`config.mk`:
```
export PLATFORM = sky130hd
export DESIGN_NAME = genotype_field_parser
export DESIGN_NICKNAME = d
export VERILOG_FILES = /design/src/hw/rtl/gfp_pkg.sv /design/src/hw/rtl/gfp_queue.sv /design/src/hw/rtl/gfp_front.sv /design/src/hw/rtl/gfp_back.sv /design/src/hw/rtl/genotype_field_parser.sv
export SDC_FILE = /design/constraint.sdc
export NUM_CORES = 1
export LEC_CHECK = 0
export ABC_AREA = 1
export CAP_MARGIN = 5
export CORE_ASPECT_RATIO = 0.5
export CORE_MARGIN = 3
export CORE_UTILIZATION = 60
export CTS_CLUSTER_SIZE = 16
export DETAILED_ROUTE_END_ITERATION = 12
export DONT_BUFFER_PORTS = 1
export HOLD_SLACK_MARGIN = 0.06
export PLACE_DENSITY = 0.81
export SLEW_MARGIN = 20
export SYNTH_ARGS = -nofsm -noshare
export SYNTH_HDL_FRONTEND = slang
export SYNTH_SLANG_ARGS = --single-unit
```
`constraint.sdc`:
```
create_clock -name clk -period 8.6 [get_ports clk]
set_input_delay 0.43 -clock clk [delete_from_list [all_inputs] [get_ports clk]]
set_output_delay 0.43 -clock clk [all_outputs]
set_load 0.01 [all_outputs]
```
`src/hw/rtl/gfp_pkg.sv`:
```
// ----------------------------------------------------------------------------
// gfp_pkg
// Shared constants and types for the genotype field parser.
// ----------------------------------------------------------------------------
package gfp_pkg;

  localparam int unsigned MAX_INDIVIDUALS_DEF = 65536;
  localparam int unsigned MAX_SUBFIELDS_DEF   = 16;
  localparam int unsigned QUEUE_DEPTH_DEF     = 4;

  localparam logic [7:0] CH_SPACE = 8'h20;
  localparam logic [7:0] CH_TAB   = 8'h09;
  localparam logic [7:0] CH_COLON = 8'h3A;
  localparam logic [7:0] CH_DOT   = 8'h2E;
  localparam logic [7:0] CH_ZERO  = 8'd48;

  localparam logic [2:0] GT_LEN_CALLED = 3'd3;
  localparam logic [2:0] GT_LEN_SAT    = 3'd4;

  localparam logic [1:0] GT_CALLED    = 2'd0;
  localparam logic [1:0] GT_MISSING   = 2'd1;
  localparam logic [1:0] GT_MALFORMED = 2'd2;

  localparam logic [16:0] ALT_MAX  = 17'h1FFFF;
  localparam logic [15:0] MISS_MAX = 16'hFFFF;

  typedef struct packed {
    logic [1:0] status;
    logic       first_alt;
    logic       second_alt;
    logic       last;
  } gfp_tok_t;

endpackage

```
`src/hw/rtl/gfp_queue.sv`:
```
// ----------------------------------------------------------------------------
// gfp_queue
// Small first-in first-out queue of closed token records.
// ----------------------------------------------------------------------------
module gfp_queue
  import gfp_pkg::*;
#(
  parameter int unsigned DEPTH = QUEUE_DEPTH_DEF
) (
  input  logic     clk,
  input  logic     rst_n,
  input  logic     push,
  input  gfp_tok_t push_data,
  output logic     full,
  input  logic     pop,
  output gfp_tok_t pop_data,
  output logic     not_empty
);

  localparam int unsigned PW = (DEPTH > 1) ? $clog2(DEPTH) : 1;
  localparam int unsigned CW = $clog2(DEPTH + 1);
  localparam logic [PW-1:0] LAST_PTR = PW'(DEPTH - 1);
  localparam logic [CW-1:0] FULL_CNT = CW'(DEPTH);

  gfp_tok_t      mem_r [DEPTH];
  logic [PW-1:0] wr_ptr_r, wr_ptr_nxt;
  logic [PW-1:0] rd_ptr_r, rd_ptr_nxt;
  logic [CW-1:0] cnt_r, cnt_nxt;
  logic          do_push, do_pop;

  assign full      = (cnt_r == FULL_CNT);
  assign not_empty = (cnt_r != '0);
  assign do_push   = push && !full;
  assign do_pop    = pop && not_empty;
  assign pop_data  = mem_r[rd_ptr_r];

  always_comb begin
    wr_ptr_nxt = wr_ptr_r;
    rd_ptr_nxt = rd_ptr_r;
    cnt_nxt    = cnt_r;
    if (do_push) begin
      wr_ptr_nxt = (wr_ptr_r == LAST_PTR) ? '0 : wr_ptr_r + 1'b1;
    end
    if (do_pop) begin
      rd_ptr_nxt = (rd_ptr_r == LAST_PTR) ? '0 : rd_ptr_r + 1'b1;
    end
    if (do_push && !do_pop) begin
      cnt_nxt = cnt_r + 1'b1;
    end else if (do_pop && !do_push) begin
      cnt_nxt = cnt_r - 1'b1;
    end
  end

  always_ff @(posedge clk) begin
    if (do_push) begin
      mem_r[wr_ptr_r] <= push_data;
    end
  end

  always_ff @(posedge clk) begin
    if (!rst_n) begin
      wr_ptr_r <= '0;
      rd_ptr_r <= '0;
      cnt_r    <= '0;
    end else begin
      wr_ptr_r <= wr_ptr_nxt;
      rd_ptr_r <= rd_ptr_nxt;
      cnt_r    <= cnt_nxt;
    end
  end

endmodule

```
`src/hw/rtl/gfp_front.sv`:
```
// ----------------------------------------------------------------------------
// gfp_front
// Takes text bytes, tracks the current token and closes it into a record.
// ----------------------------------------------------------------------------
module gfp_front
  import gfp_pkg::*;
#(
  parameter int unsigned MAX_SUBFIELDS = MAX_SUBFIELDS_DEF
) (
  input  logic       clk,
  input  logic       rst_n,
  input  logic [3:0] gt_idx,
  input  logic       in_valid,
  input  logic [7:0] in_char,
  input  logic       in_last,
  output logic       in_ready,
  input  logic       q_full,
  output logic       q_push,
  output gfp_tok_t   q_data
);

  localparam int unsigned SW = $clog2(MAX_SUBFIELDS + 1);
  localparam int unsigned XW = (SW > 4) ? SW : 4;
  localparam logic [SW-1:0] SUB_MAX = SW'(MAX_SUBFIELDS);

  logic [SW-1:0] subf_r, subf_nxt, subf_t;
  logic [2:0]    len_r, len_nxt, len_t;
  logic [7:0]    first_r, first_nxt, first_t;
  logic [7:0]    third_r, third_nxt, third_t;
  logic          accept, is_sep, is_colon, take, close;

  assign in_ready = !q_full;
  assign accept   = in_valid && in_ready;
  assign is_sep   = (in_char == CH_SPACE) || (in_char == CH_TAB);
  assign is_colon = (in_char == CH_COLON);
  assign take     = !is_sep && !is_colon && (XW'(subf_r) == XW'(gt_idx));
  assign close    = is_sep || in_last;

  always_comb begin
    subf_t  = subf_r;
    len_t   = len_r;
    first_t = first_r;
    third_t = third_r;
    if (is_colon && subf_r < SUB_MAX) begin
      subf_t = subf_r + 1'b1;
    end
    if (take) begin
      if (len_r == 3'd0) begin
        first_t = in_char;
      end
      if (len_r == 3'd2) begin
        third_t = in_char;
      end
      if (len_r < GT_LEN_SAT) begin
        len_t = len_r + 1'b1;
      end
    end
  end

  always_comb begin
    q_data = '0;
    if (len_t == GT_LEN_CALLED) begin
      if (first_t == CH_DOT || third_t == CH_DOT) begin
        q_data.status = GT_MISSING;
      end else begin
        q_data.status     = GT_CALLED;
        q_data.first_alt  = (first_t != CH_ZERO);
        q_data.second_alt = (third_t != CH_ZERO);
      end
    end else begin
      q_data.status = GT_MALFORMED;
    end
    q_data.last = in_last;
  end

  assign q_push = accept && close;

  always_comb begin
    subf_nxt  = subf_r;
    len_nxt   = len_r;
    first_nxt = first_r;
    third_nxt = third_r;
    if (accept) begin
      if (close) begin
        subf_nxt  = '0;
        len_nxt   = '0;
        first_nxt = '0;
        third_nxt = '0;
      end else begin
        subf_nxt  = subf_t;
        len_nxt   = len_t;
        first_nxt = first_t;
        third_nxt = third_t;
      end
    end
  end

  always_ff @(posedge clk) begin
    if (!rst_n) begin
      subf_r  <= '0;
      len_r   <= '0;
      first_r <= '0;
      third_r <= '0;
    end else begin
      subf_r  <= subf_nxt;
      len_r   <= len_nxt;
      first_r <= first_nxt;
      third_r <= third_nxt;
    end
  end

endmodule

```
`src/hw/rtl/gfp_back.sv`:
```
// ----------------------------------------------------------------------------
// gfp_back
// Numbers closed tokens, keeps record totals and drives the result register.
// ----------------------------------------------------------------------------
module gfp_back
  import gfp_pkg::*;
#(
  parameter int unsigned MAX_INDIVIDUALS = MAX_INDIVIDUALS_DEF
) (
  input  logic        clk,
  input  logic        rst_n,
  input  logic        q_valid,
  input  gfp_tok_t    q_data,
  output logic        q_pop,
  output logic        out_valid,
  input  logic        out_ready,
  output logic [15:0] out_index,
  output logic [1:0]  out_status,
  output logic        out_first_alt,
  output logic        out_second_alt,
  output logic [16:0] out_alt_total,
  output logic [15:0] out_miss_total,
  output logic        out_last
);

  localparam int unsigned LIM = (MAX_INDIVIDUALS - 1 < 65535) ? MAX_INDIVIDUALS - 1 : 65535;
  localparam logic [15:0] IND_LIMIT = 16'(LIM);

  logic [15:0] ind_r, ind_nxt;
  logic [16:0] alt_r, alt_nxt, alt_upd;
  logic [15:0] miss_r, miss_nxt, miss_upd;
  logic [17:0] alt_sum;
  logic        valid_r, valid_nxt, called;

  logic [15:0] idx_o_r;
  logic [1:0]  status_o_r;
  logic        fa_o_r, sa_o_r, last_o_r;
  logic [16:0] alt_o_r;
  logic [15:0] miss_o_r;

  assign q_pop   = q_valid && (!valid_r || out_ready);
  assign called  = (q_data.status == GT_CALLED);
  assign alt_sum = {1'b0, alt_r} + 18'(q_data.first_alt) + 18'(q_data.second_alt);

  always_comb begin
    alt_upd  = alt_r;
    miss_upd = miss_r;
    if (called) begin
      alt_upd = (alt_sum > 18'(ALT_MAX)) ? ALT_MAX : alt_sum[16:0];
    end else if (miss_r != MISS_MAX) begin
      miss_upd = miss_r + 1'b1;
    end
  end

  always_comb begin
    ind_nxt   = ind_r;
    alt_nxt   = alt_r;
    miss_nxt  = miss_r;
    valid_nxt = valid_r && !out_ready;
    if (q_pop) begin
      valid_nxt = 1'b1;
      if (q_data.last) begin
        ind_nxt  = '0;
        alt_nxt  = '0;
        miss_nxt = '0;
      end else begin
        alt_nxt  = alt_upd;
        miss_nxt = miss_upd;
        if (ind_r < IND_LIMIT) begin
          ind_nxt = ind_r + 1'b1;
        end
      end
    end
  end

  always_ff @(posedge clk) begin
    if (q_pop) begin
      idx_o_r    <= ind_r;
      status_o_r <= q_data.status;
      fa_o_r     <= q_data.first_alt;
      sa_o_r     <= q_data.second_alt;
      alt_o_r    <= alt_upd;
      miss_o_r   <= miss_upd;
      last_o_r   <= q_data.last;
    end
  end

  always_ff @(posedge clk) begin
    if (!rst_n) begin
      ind_r   <= '0;
      alt_r   <= '0;
      miss_r  <= '0;
      valid_r <= 1'b0;
    end else begin
      ind_r   <= ind_nxt;
      alt_r   <= alt_nxt;
      miss_r  <= miss_nxt;
      valid_r <= valid_nxt;
    end
  end

  assign out_valid      = valid_r;
  assign out_index      = idx_o_r;
  assign out_status     = status_o_r;
  assign out_first_alt  = fa_o_r;
  assign out_second_alt = sa_o_r;
  assign out_alt_total  = alt_o_r;
  assign out_miss_total = miss_o_r;
  assign out_last       = last_o_r;

endmodule

```
`src/hw/rtl/genotype_field_parser.sv`:
```
// ----------------------------------------------------------------------------
// genotype_field_parser
// Parses sample-column text bytes and reports one genotype status per
// individual, with running alternate-allele and missing totals per record.
//
//   channel | dir | tdata                         | tlast
//   in_     | in  | text_char                     | end_of_record
//   out_    | out | index, status, alts, totals   | last_of_record
//   cfg_    | in  | gt_subfield_index (wdata)     | -
//
// one byte per cycle while the token queue is not full; a closing byte's result
// is offered at the earliest after passing through the token queue and then the
// output register of the back end
// the token queue between front and back absorbs output stalls; input
// stalls only once the queue is full
// synchronous active-low reset clears token state, totals and the queue
// ----------------------------------------------------------------------------
module genotype_field_parser
  import gfp_pkg::*;
#(
  parameter int unsigned MAX_INDIVIDUALS = MAX_INDIVIDUALS_DEF,
  parameter int unsigned MAX_SUBFIELDS   = MAX_SUBFIELDS_DEF,
  parameter int unsigned QUEUE_DEPTH     = QUEUE_DEPTH_DEF
) (
  input  logic        clk,
  input  logic        rst_n,
  input  logic        cfg_wen,
  input  logic [3:0]  cfg_wdata,
  input  logic        in_tvalid,
  output logic        in_tready,
  input  logic [7:0]  in_tdata,   // [7:0] text_char
  input  logic        in_tlast,
  output logic        out_tvalid,
  input  logic        out_tready,
  output logic [55:0] out_tdata,  // individual_index, genotype_status, first_allele_alt,
                                  // second_allele_alt, alt_allele_total, missing_total
  output logic        out_tlast
);

  logic [3:0]  gt_idx_r;
  logic        q_full, q_push, q_pop, q_valid;
  gfp_tok_t    q_wdata, q_rdata;
  logic [15:0] o_index;
  logic [1:0]  o_status;
  logic        o_fa, o_sa;
  logic [16:0] o_alt;
  logic [15:0] o_miss;

  always_ff @(posedge clk) begin
    if (!rst_n) begin
      gt_idx_r <= '0;
    end else if (cfg_wen) begin
      gt_idx_r <= cfg_wdata;
    end
  end

  gfp_front #(
    .MAX_SUBFIELDS(MAX_SUBFIELDS)
  ) u_front (
    .clk      (clk),
    .rst_n    (rst_n),
    .gt_idx   (gt_idx_r),
    .in_valid (in_tvalid),
    .in_char  (in_tdata),
    .in_last  (in_tlast),
    .in_ready (in_tready),
    .q_full   (q_full),
    .q_push   (q_push),
    .q_data   (q_wdata)
  );

  gfp_queue #(
    .DEPTH(QUEUE_DEPTH)
  ) u_queue (
    .clk       (clk),
    .rst_n     (rst_n),
    .push      (q_push),
    .push_data (q_wdata),
    .full      (q_full),
    .pop       (q_pop),
    .pop_data  (q_rdata),
    .not_empty (q_valid)
  );

  gfp_back #(
    .MAX_INDIVIDUALS(MAX_INDIVIDUALS)
  ) u_back (
    .clk            (clk),
    .rst_n          (rst_n),
    .q_valid        (q_valid),
    .q_data         (q_rdata),
    .q_pop          (q_pop),
    .out_valid      (out_tvalid),
    .out_ready      (out_tready),
    .out_index      (o_index),
    .out_status     (o_status),
    .out_first_alt  (o_fa),
    .out_second_alt (o_sa),
    .out_alt_total  (o_alt),
    .out_miss_total (o_miss),
    .out_last       (out_tlast)
  );

  assign out_tdata = {3'b000, o_miss, o_alt, o_sa, o_fa, o_status, o_index};

endmodule

```
# [Yosys cells after proc, flatten, opt, wreduce, memory -nomap -nowiden]
# Memories as Yosys holds them, arrays and structs flattened. A register that Yosys moved wholly into a read port is not among the register bits.
# Index checks and enable logic that the tools add are counted.
[op_classes] add_sub_neg=10 magnitude_cmp=4 eq_ne=14 mux=32 n_reduce_logical=30
[ops] op="$mux 16" count=5
[ops] op="$mux 17" count=3
[ops] op="$mux 8" count=6
[ops] op="$add 16x1->16 const B" count=2
[ops] op="$eq 8x6->1 const B" count=4
[ops] op="$add 17x1->18" count=1
[ops] op="$add 18x1->18" count=1
[ops] op="$gt 18x17->1 const B" count=1
[ops] op="$lt 16x16->1 const B" count=1
[ops] op="$ne 16x16->1 const B" count=1
[ops] op="$ne 8x6->1 const B" count=2
[ops] op="$mux 3" count=5
[ops] op="$mux 2" count=7
[ops] op="$logic_and 1x1->1" count=11
[ops] op="$mux 5" count=2
[ops] op="$eq 8x4->1 const B" count=1
[ops] op="$logic_not 1->1" count=7
[ops] op="$add 3x1->3 const B" count=2
[ops] op="$eq 3x2->1 const B" count=2
[ops] op="$reduce_bool 2->1" count=3
[ops] op="$add 5x1->5 const B" count=1
[ops] op="$eq 5x4->1" count=1
[ops] op="$lt 5x5->1 const B" count=1
[ops] op="$add 2x1->2 const B" count=2
[ops] op="10 further kinds" count=18
[totals] reg_bits=139 ramBits=20 in_bits=18 out_inout_bits=59 wordCells=110 memories=1
[mem_list] memory="u_queue.mem_r" words=4 word_bits=5 rd=1 rd_ports_with_merged_regs=1 write_ports=1 line_no="gfp_queue.sv:25" text="gfp_tok_t mem_r [DEPTH];"

# [Logic depth before layout (Yosys ltp)]
# Gate-level depths: netlist of the first run.
[depth] depth_word=10 depth_mapped=15 mapped_depth_nobuf=15

# [Modules after synthesis]
# Synthesis of the first run repeated with hierarchy kept, for this count alone.
[hier_totals] hier_cells=1086 area_unflattened_um2=8448.1
[by_module_without_submodules] module="gfp_back" n_inst=1 cells_each=601 area_per_inst_um2=5043.6 seq_area_each_um2=2622.5
[by_module_without_submodules] module="gfp_front" n_inst=1 cells_each=335 area_per_inst_um2=1938.1 seq_area_each_um2=480.5
[by_module_without_submodules] module="gfp_queue" n_inst=1 cells_each=119 area_per_inst_um2=1258.7 seq_area_each_um2=780.7
[by_module_without_submodules] module="genotype_field_parser" n_inst=1 cells_each=31 area_per_inst_um2=207.7 seq_area_each_um2=80.1

# [Least setup slack after synthesis of the first run]
# Ideal clock, no wire load.
[synth_path] kind="in2reg" from="in out_tready" to="reg u_queue.cnt_r[1]" setup_time_ps=116 arrival_ps=3489 required_time_ps=8484 setup_slack_ps=4996 path_stages=11 n_path_buf=1 path_cell_list="inv_1 -> nand2_1 -> inv_1 -> nor2_2 -> inv_2 -> buf_1 -> ha_1 -> inv_1 -> fa_1 -> o21ai_0 -> nor2_1"
[synth_via] elab_chain_cells=6 word_cells_on_any_way=8 cone_classes="1 x mux; 7 x reduce/logical"
[synth_rtl] item="start: declaration" line_no="genotype_field_parser.sv:34" text="input logic out_tready,"
[synth_rtl] item="$logic_or 1x1->1" line_no="gfp_back.sv:41" text="assign q_pop = q_valid && (!valid_r || out_ready);"
[synth_rtl] item="$logic_and 1x1->1" line_no="gfp_back.sv:41"
[synth_rtl] item="net q_pop" line_no="genotype_field_parser.sv:41" text="logic q_full, q_push, q_pop, q_valid;"
[synth_rtl] item="$logic_and 1x1->1" line_no="gfp_queue.sv:34" text="assign do_pop = pop && not_empty;"
[synth_rtl] item="$logic_not 1->1" line_no="gfp_queue.sv:47" text="if (do_push && !do_pop) begin"
[synth_rtl] item="$logic_and 1x1->1" line_no="gfp_queue.sv:47"
[synth_rtl] item="$mux 3" line_no="gfp_queue.sv:47"
[synth_rtl] item="net u_queue.cnt_nxt[1]" line_no="gfp_queue.sv:28" text="logic [CW-1:0] cnt_r, cnt_nxt;"
[synth_rtl] item="end signal: assignment" line_no="gfp_queue.sv:68" text="cnt_r <= cnt_nxt;"
[synth_rtl] item="end: declaration" line_no="gfp_queue.sv:28"
# The timed path passes the listed nets, and every way through them passes these cells.
# A chain may end at the register's enable or synchronous reset.

# [Final worst setup path of the first run]
[layout_path] from="reg u_queue.cnt_r[0]" to="reg u_queue.cnt_r[2]"
[layout_via] word_cells_on_any_way=17 cone_classes="2 x add/sub; 1 x eq/ne; 2 x mux; 12 x reduce/logical"
[layout_rtl] item="$reduce_bool 3->1 (*)" line_no="gfp_queue.sv:32" text="assign not_empty = (cnt_r != '0);"
[layout_rtl] item="$logic_and 1x1->1 (*)" line_no="gfp_back.sv:41"
[layout_rtl] item="net q_pop" line_no="genotype_field_parser.sv:41"
[layout_rtl] item="$logic_and 1x1->1 (*)" line_no="gfp_queue.sv:34"
[layout_rtl] item="$logic_not 1->1" line_no="gfp_queue.sv:47"
[layout_rtl] item="$logic_and 1x1->1" line_no="gfp_queue.sv:47"
[layout_rtl] item="$mux 3 / $reduce_bool 2->1 (equally long branches)"
# The timed path passes the listed nets; every way through them passes the cells marked *. The select of a mux whose other input is x is not followed.

==> impl_metrics.tcl, run 1 <==
set metrics [dict create \
    status "completed" \
    ys.flop_type "dfxtp_1" \
    drt_iter0_drc 573 \
    final_nets 1066 \
    cts_buffers 17 \
    synth_cell_types 50 \
    dieArea_um2 15330 \
    period_share 0.3718 \
    vias 6632 \
    max-clock-path-buffers 2 \
    max_cap_viol_count 0 \
    setup_tns_ps 0 \
    p_leak_nw 3.672 \
    required_ps 8900 \
    start_util 0.6340 \
    synth_top_area_cell "edfxtp_1" \
    multi_input_area_um2 3555 \
    rsz0062_at_grt "no" \
    synth_top_area_frac 0.2683 \
    min_period_ps 3198 \
    routed_via_density 5.454 \
    wl_per_cell_um 13.96 \
    grt_pass1_wl_um 28940 \
    post-synth-top-count-cell "nand2_1" \
    max-vdd-ir-drop_mv 0.1973 \
    critPathKind "reg2reg" \
    dpl_cell_area_um2 8294 \
    cp_slowest_cell "inv_2" \
    yosys-top-cells-count "nand2_1, inv_1, dfxtp_1" \
    ys_ff_latch 161 \
    antenna_found_initial 1 \
    synthCells 1045 \
    synth-async-reset-ratio 0 \
    portBuffers 0 \
    drive_gt1_frac 0.09465 \
    place_congestion 0.9342 \
    netlist_area_um2 8282 \
    final_area_um2 8906 \
    synth.area.top_cells "edfxtp_1, dfxtp_1, nand2_1" \
    yosys_warnings 0 \
    max_stage_delay_ps 600 \
    cts_setup_buffers 0 \
    hold_path.class "in2reg" \
    die_w_um 172.2 \
    synthToLayoutAreaGrowth_pct 7.539 \
    tightestPinTransition_ps 822.8 \
    drc_errors 0 \
    clock_sinks 161 \
    dp.final_hpwl_um 11490 \
    hold_violations 0 \
    grt_max_degree 61 \
    seq_area_frac_synth 0.4786 \
    slew_violations 0 \
    tritoncts "built" \
    critPathBufInv 3 \
    grt_pass1_vias 6145 \
    gr-usage-all-layers 0.2338 \
    powerDensity_nw_per_um2 298.1 \
    setup-violations-final 0 \
    num_rows 29 \
    grt_overflow 0 \
    postCtsHoldBufs 0 \
    io_pins 77 \
    fmax_mhz 312.7 \
    cts-resized-gates 0 \
    crit_fanout 60 \
    dieHeight_um 89.08 \
    synth_edf_count 74 \
    postRouteAntennaNets 0 \
    wl_um 16980 \
    cp_top_family "buffers and inverters" \
    firstDrtPassIters 5 \
    syn-mean-instance-area_um2 7.925 \
    arrival_ps 3500 \
    h-tree-depth 4 \
    fin_skew_ps 15.79 \
    path_cells "nor3_1 -> nor2_4 -> buf_4 -> inv_2 -> ha_1 -> inv_1 -> fa_1 -> a21oi_1 -> o21ai_0 -> o21ai_0 -> a21oi_1" \
    endpoint_kind "flop" \
    coreArea_um2 13060 \
    antenna_cells 0 \
    insertion_delay_ps 430 \
    cts-root-buf "clkbuf_16" \
    clk_pin_slew_ps 60 \
    cp-start-kind "flop" \
    seq_area_um2 3964 \
    relSlewSlack 0.4501 \
    final.fill_count 1053 \
]
==> metrics by stage <==
stage,power [W],instances,setup WS [ps],utilization,hold WS (ps)
detailed placement,0.001889,1184,5520,0.6350,456.2
finish,0.002655,1216,5402,0.6818,105.2
global route,0.002823,1216,5181,0.6818,85.53
floorplan,0.001761,1047,4996,-,430.0
CTS,0.002667,1216,5414,0.6818,94.18
global placement,0.001864,1184,5584,0.6350,451.4
==> report_power, final <==
group | internal, W | leakage (nW) | total, W | switching, W
Clock | 0.000446 | 0.304 | 0.000775 | 0.000330
Sequential | 0.00105 | 1.44 | 0.00121 | 0.000162
Combinational | 0.000168 | 1.93 | 0.000669 | 0.000501
==> sequential cells by signal, summed over array words and instances (netlist names), 3 cells and up, named ones only <==
name,flops
u_front.third_r,8
u_back.out_alt_total,17
u_back.out_index,16
u_back.ind_r,16
u_queue.cnt_r,3
gt_idx_r,4
u_queue.mem_r,20
u_back.alt_r,17
u_front.first_r,8
u_back.out_miss_total,16
u_front.len_r,3
u_front.subf_r,5
u_back.miss_r,16
==> area by class of cell <==
class / count / share of cell area
flip-flops and latches: 161 / 0.4451
well taps: 170 / 0.02388
clock inverters: 12 / 0.01489
repair buffers: 3 / 0.002529
inverters: 142 / 0.06069
multi-input cells: 708 / 0.3991
clock buffers: 20 / 0.05381
==> routing by layer <==
metal | vias to the layer above | routed length (um) | global-route usage
li1 | 3347 | - | -
met1 | 3068 | 7836 | 0.3025
met2 | 185 | 8109 | 0.3987
met3 | 30 | 810 | 0.05830
met4 | 2 | 206 | 0.06300
met5 | - | 13 | 0
==> path summary, 6_finish.rpt <==
| kind | startpoint | to | slack (ps) | cells after the start |
|---|---|---|---|---|
| setup reg to reg | u_queue.cnt_r[0] | u_queue.cnt_r[2] | 5400 | 11 |
| hold / removal | in_tlast | u_queue.mem_r[0][0] | 110 | 0 |
| setup / recovery | u_queue.cnt_r[0] | u_queue.cnt_r[2] | 5400 | 11 |
| hold reg to reg | u_front.third_r[1] | u_front.third_r[1] | 470 | 2 |
==> placed cells by master (no fill, tap or decap), drive strengths merged, types with 2 or more instances in the layout <==
cell	instances
a211oi	3
a21oi	81
buf	3
clkbuf	20
clkinv	5
conb	3
dfxtp	87
edfxtp	74
fa	2
ha	13
inv	148
nand2	313
nand3	73
nand3b	5
nand4	12
nor2	82
nor3	23
nor4	4
o21ai	60
o22ai	2
or2	4
xnor2	3
xor2	18
==> cell families after synthesis <==
group,synth area share
AND/OR/NAND/NOR,0.2809
other,0.0004528
AO/OA/AOI/OAI,0.09699
XOR/XNOR,0.02493
flip-flops,0.4786
buffers and inverters,0.09367
adder cells (fa/ha/maj),0.02448
Power figures use the tool's default switching activity.
==> run 2: changes to the inputs <==
Settings changed: CORE_UTILIZATION 60 to 58.
Clock period 8.6 ns to 2.8 ns, I/O delays scaled along.
==> run 2 against run 1 <==
Effect of this change:
- clock power grew to 2.8 times the previous value
- global-route usage shrank 0.32 points
- sequential power rose to 3.1 times the previous value
- die area increased by 3.3%
- critical path depth is the same
- via count up 2.2%
- worst hold slack improved by 15 ps
- final cell count increased by 3.5%
- utilization down 2.0 points
- clock-buffer cell count is the same
- flip-flop and latch count did not move
- clock skew decreased by 5.5 ps
==> impl_metrics.tcl, run 2 (same netlist as run 1, synthesis figures left out) <==
set metrics [dict create \
    num_rows 30 \
    crit_fanout 14 \
    cts-root-buf "clkbuf_16" \
    coreArea_um2 13740 \
    grt_pass1_vias 6535 \
    fmax_mhz 396.3 \
    grt_max_degree 43 \
    dieHeight_um 90.50 \
    min_period_ps 2524 \
    required_ps 3140 \
    drc_errors 0 \
    gr-usage-all-layers 0.2305 \
    die_w_um 175.0 \
    setup_tns_ps 0 \
    most-common-layout-cells "nand2_1, inv_1, dfxtp_1" \
    hold_path.class "in2reg" \
    slew_violations 0 \
    fin_skew_ps 10.31 \
    grt_pass1_wl_um 30180 \
    rsz0062_at_grt "no" \
    h-tree-depth 4 \
    insertion_delay_ps 430 \
    clk_pin_slew_ps 60 \
    antenna_cells 0 \
    grt_overflow 0 \
    portBuffers 0 \
    max_cap_viol_count 0 \
    wl_met3_um 1031 \
    max-vdd-ir-drop_mv 0.3952 \
    place_congestion 0.9299 \
    layout_commonest_cell "nand2_1" \
    period_share 0.9013 \
    tritoncts "built" \
    largest_reg_flops 20 \
    hold_violations 0 \
    wl_met1_um 7742 \
    final_nets 1087 \
    final_area_um2 9091 \
    routed_via_density 5.383 \
    endpoint_kind "flop" \
    top_layer "met4" \
    dpl_cell_area_um2 8369 \
    drt_iter0_drc 531 \
    p_leak_nw 3.723 \
    cts_setup_buffers 0 \
    wl_um 17680 \
    synthToLayoutAreaGrowth_pct 9.775 \
    arrival_ps 2860 \
    firstDrtPassIters 5 \
    cts_buffers 17 \
    drive_gt1_frac 0.1022 \
    total_power_w 0.008032 \
    vias 6777 \
    setup-violations-final 0 \
    start_util 0.6028 \
    tightestPinTransition_ps 598.8 \
    dp.final_hpwl_um 11930 \
    postRouteAntennaNets 0 \
    dieArea_um2 15840 \
    top_register "u_queue.mem_r" \
    wl_met2_um 8627 \
    wl_per_cell_um 14.05 \
    critPathKind "reg2reg" \
    worst_hold_slack_ps 120.1 \
    powerDensity_nw_per_um2 883.5 \
    relSlewSlack 0.5999 \
    status "completed" \
    clock_sinks 161 \
    antenna_found_initial 0 \
    cp-start-kind "flop" \
    max-clock-path-buffers 2 \
    io_pins 77 \
]
[run 2: changes by cell type in the layout (fill, tap and decap cells not counted), moves of 2 or more]
cell	change
dlygate4sd3_1	+15
buf_4	+6
clkinvlp_4	+4
inv_8	-3
clkbuf_16	-2
clkinv_4	+2
o22ai_1	-2
o22ai_2	+2
[run 2: cell type report]
cell class | instances | area, um^2
inverter | 142 | 543.0
fill | 1114 | 4647
clock buffer | 20 | 446.7
tap | 192 | 240.2
clock inverter | 12 | 102.6
sequential | 161 | 3965
timing repair buffer | 24 | 217.7
multi-input combinational | 708 | 3576
[run 2: critical path, cell delays in order (launching register included)]
cell and delay, ps:
dfxtp_1 430, o21ai_0 150, o22ai_2 230, fa_2 310, nand3_1 140, nor3_2 150, nand3_1 130, nor2_1 210
nand3_4 270, nand3_2 160, nand2_1 70, a21oi_1 180
[run 2: per-layer routing]
layer,up-vias,track usage
met5,-,0
met4,0,0.07162
met3,32,0.05709
met2,226,0.3985
met1,3137,0.2862
li1,3382,-
[run 2: path summary, 6_finish.rpt]
| path | from | end | slack, ps | depth (start not counted) |
|---|---|---|---|---|
| worst max-delay path | flop | u_back.alt_r[5] | 280 | 11 |
| worst min-delay path | in_tdata[7] | u_front.first_r[7] | 120 | 4 |
| worst max register to register | flop | u_back.alt_r[5] | 280 | 11 |
| worst min register to register | u_front.first_r[7] | u_front.first_r[7] | 470 | 2 |
[run 2: repair_timing]
| action | in CTS | in global routing |
|---|---|---|
| gates resized for setup | 0 | 5 |
| hold endpoints to repair | 21 | 0 |
| setup endpoints to repair | 0 | 18 |
| hold buffers | 15 | 0 |
[run 2: stage by stage]
stage / setup slack [ps] / utilization / instances
finish: 276.4 / 0.6617 / 1259
global placement: 364.6 / 0.6092 / 1212
detailed placement: 195.7 / 0.6092 / 1212
floorplan: 78.67 / - / 1047
CTS: 148.0 / 0.6601 / 1259
global route: 51.06 / 0.6617 / 1259
[run 2: power breakdown]
part / total (W) / switching, W / internal, W
clock: 0.00214 / 0.000964 / 0.00118
combinational: 0.00217 / 0.00158 / 0.000592
sequential: 0.00372 / 0.000500 / 0.00322
==> run 3: changes to the inputs <==
Settings changed: CELL_PAD_IN_SITES_DETAIL_PLACEMENT from default to 1, CELL_PAD_IN_SITES_GLOBAL_PLACEMENT from default to 2, CORE_UTILIZATION 58 to 34, PLACE_DENSITY 0.81 to 0.8.
==> run 3 against run 2 <==
Effect of this change:
- final cell count is 9.3% higher
- first-iteration DRC count fell by 48%
- flip-flop and latch count is the same
==> impl_metrics.tcl, run 3 (same netlist as run 1, synthesis figures left out) <==
set metrics [dict create \
    h-tree-depth 4 \
    slew_violations 0 \
    grt_max_degree 59 \
    tightestPinTransition_ps 753.6 \
    gr-usage-all-layers 0.1697 \
    relSlewSlack 0.4976 \
    insertion_delay_ps 440 \
    clock_sinks 161 \
    num_rows 39 \
    start_util 0.3543 \
    p_leak_nw 3.753 \
    pwr-share-seq 0.452 \
    p_int_w 0.005018 \
    io_pins 77 \
    synthToLayoutAreaGrowth_pct 11.84 \
    cp-start-kind "flop" \
    setup_tns_ps 0 \
    grt_pass1_wl_um 35220 \
    dp.cells 1329 \
    place_congestion 0.8365 \
    grt_pass1_vias 6917 \
    vias 6720 \
    min_period_ps 2484 \
    power.share.combinational 0.276 \
    tritoncts "built" \
    powerDensity_nw_per_um2 891.9 \
    status "completed" \
    max-vdd-ir-drop_mv 0.5706 \
    rsz0062_at_grt "no" \
    fmax_mhz 402.5 \
    antenna_found_initial 0 \
    grt_overflow 0 \
    critPathKind "reg2reg" \
    drc_errors 0 \
    wl_per_cell_um 15.35 \
    dp.final_hpwl_um 14930 \
    wl_um 21130 \
    finalWorstSetupSlack_ps 315.6 \
    cp_slowest_cell "dfxtp_2" \
    firstDrtPassIters 5 \
    routed_via_density 4.884 \
    setup-violations-final 0 \
    layout_commonest_cell "nand2_1" \
    max_cap_viol_count 0 \
    largest_reg_flops 20 \
    final.fill_count 2820 \
    arrival_ps 2780 \
    multi_input_area_um2 3570 \
    endpoint_kind "flop" \
    die_w_um 226.7 \
    cts_setup_buffers 0 \
    portBuffers 0 \
    dieArea_um2 26380 \
    coreArea_um2 23370 \
    final_nets 1089 \
    postRouteAntennaNets 0 \
    most-common-layout-cells "nand2_1, inv_1, dfxtp_1" \
    drt_iter0_drc 277 \
    max-clock-path-buffers 2 \
    final_cell_count_no_fill 1376 \
    worst_hold_slack_ps 66.33 \
    p_sw_w 0.003243 \
    antenna_cells 0 \
    hold_violations 0 \
    pwr-share-clk 0.273 \
    crit_fanout 8 \
    path_cells "inv_2 -> nor2_1 -> o22ai_2 -> fa_2 -> ha_1 -> inv_1 -> nor3_2 -> inv_1 -> nor2_1 -> inv_1 -> o21ai_1 -> nand3_2 -> nand2_1 -> a21oi_1" \
    fin_skew_ps 9.439 \
    drive_gt1_frac 0.1066 \
    cts_buffers 17 \
    cpMostUsedCell "inv_1" \
    seq_area_um2 3966 \
    cts-root-buf "clkbuf_16" \
    top_register "u_queue.mem_r" \
    pre_cts_slack_ps 117.4 \
    hold_path.class "in2reg" \
    clk_pin_slew_ps 70 \
    max_stage_delay_ps 360 \
    period_share 0.8873 \
    required_ps 3090 \
    p_sw_frac 0.3926 \
    dieHeight_um 116.4 \
]
[run 3: cell type report]
type                    count  area share
clock inverters            15     0.01526
clock buffers              17     0.04593
flip-flops and latches    161      0.4282
inverters                 142     0.05862
well taps                 307     0.04147
multi-input cells         708      0.3854
repair buffers             26     0.02512
[run 3: worst paths after layout]
kind                            from            endpoint  slack (ps)  depth (start not counted)
setup / recovery                flop     u_back.alt_r[6]         320                         14
hold / removal            out_tready    u_back.out_valid          70                          5
setup reg to reg                flop     u_back.alt_r[6]         320                         14
hold reg to reg   u_front.first_r[2]  u_front.first_r[2]         460                          2
[run 3: metrics by stage]
step	utilization	instance area, um^2	power [W]
3_3_place_gp	0.3649	8528	0.006001
4_1_cts	0.3955	9245	0.008395
5_1_grt	0.3963	9263	0.008879
3_5_place_dp	0.3649	8528	0.006073
6_report	0.3963	9263	0.008261
2_1_floorplan	-	8300	0.005425
[run 3: power groups by stage]
stage | combinational (W) | clock [W] | sequential [W]
after floorplan | 0.00177 | 0 | 0.00366
after global placement | 0.00221 | 0 | 0.00380
after detailed placement | 0.00227 | 0 | 0.00381
after CTS | 0.00231 | 0.00233 | 0.00376
after global routing | 0.00263 | 0.00244 | 0.00381
final | 0.00228 | 0.00225 | 0.00373
[run 3: what timing repair did]
action                                 CTS  global route
gates resized for setup                  0             5
hold buffers                            15             0
setup endpoints to repair                0            19
endpoints found under the hold margin   25             0
[run 3: critical path: cells and delay by family, from the launching register on]
kind                     cells  cell delay [ps]
AO/OA/AOI/OAI                3              480
buffers and inverters        4              380
AND/OR/NAND/NOR              5              650
flip-flops                   1              360
adder cells (fa/ha/maj)      2              470
[run 3: per-layer routing]
metal / vias up / GRT usage / part of all wire
li1: 3395 / - / -
met1: 3250 / 0.2113 / 0.47
met2: 56 / 0.2993 / 0.49
met3: 19 / 0.03365 / 0.021
met4: 0 / 0.05544 / 0.015
met5: - / 0 / 0
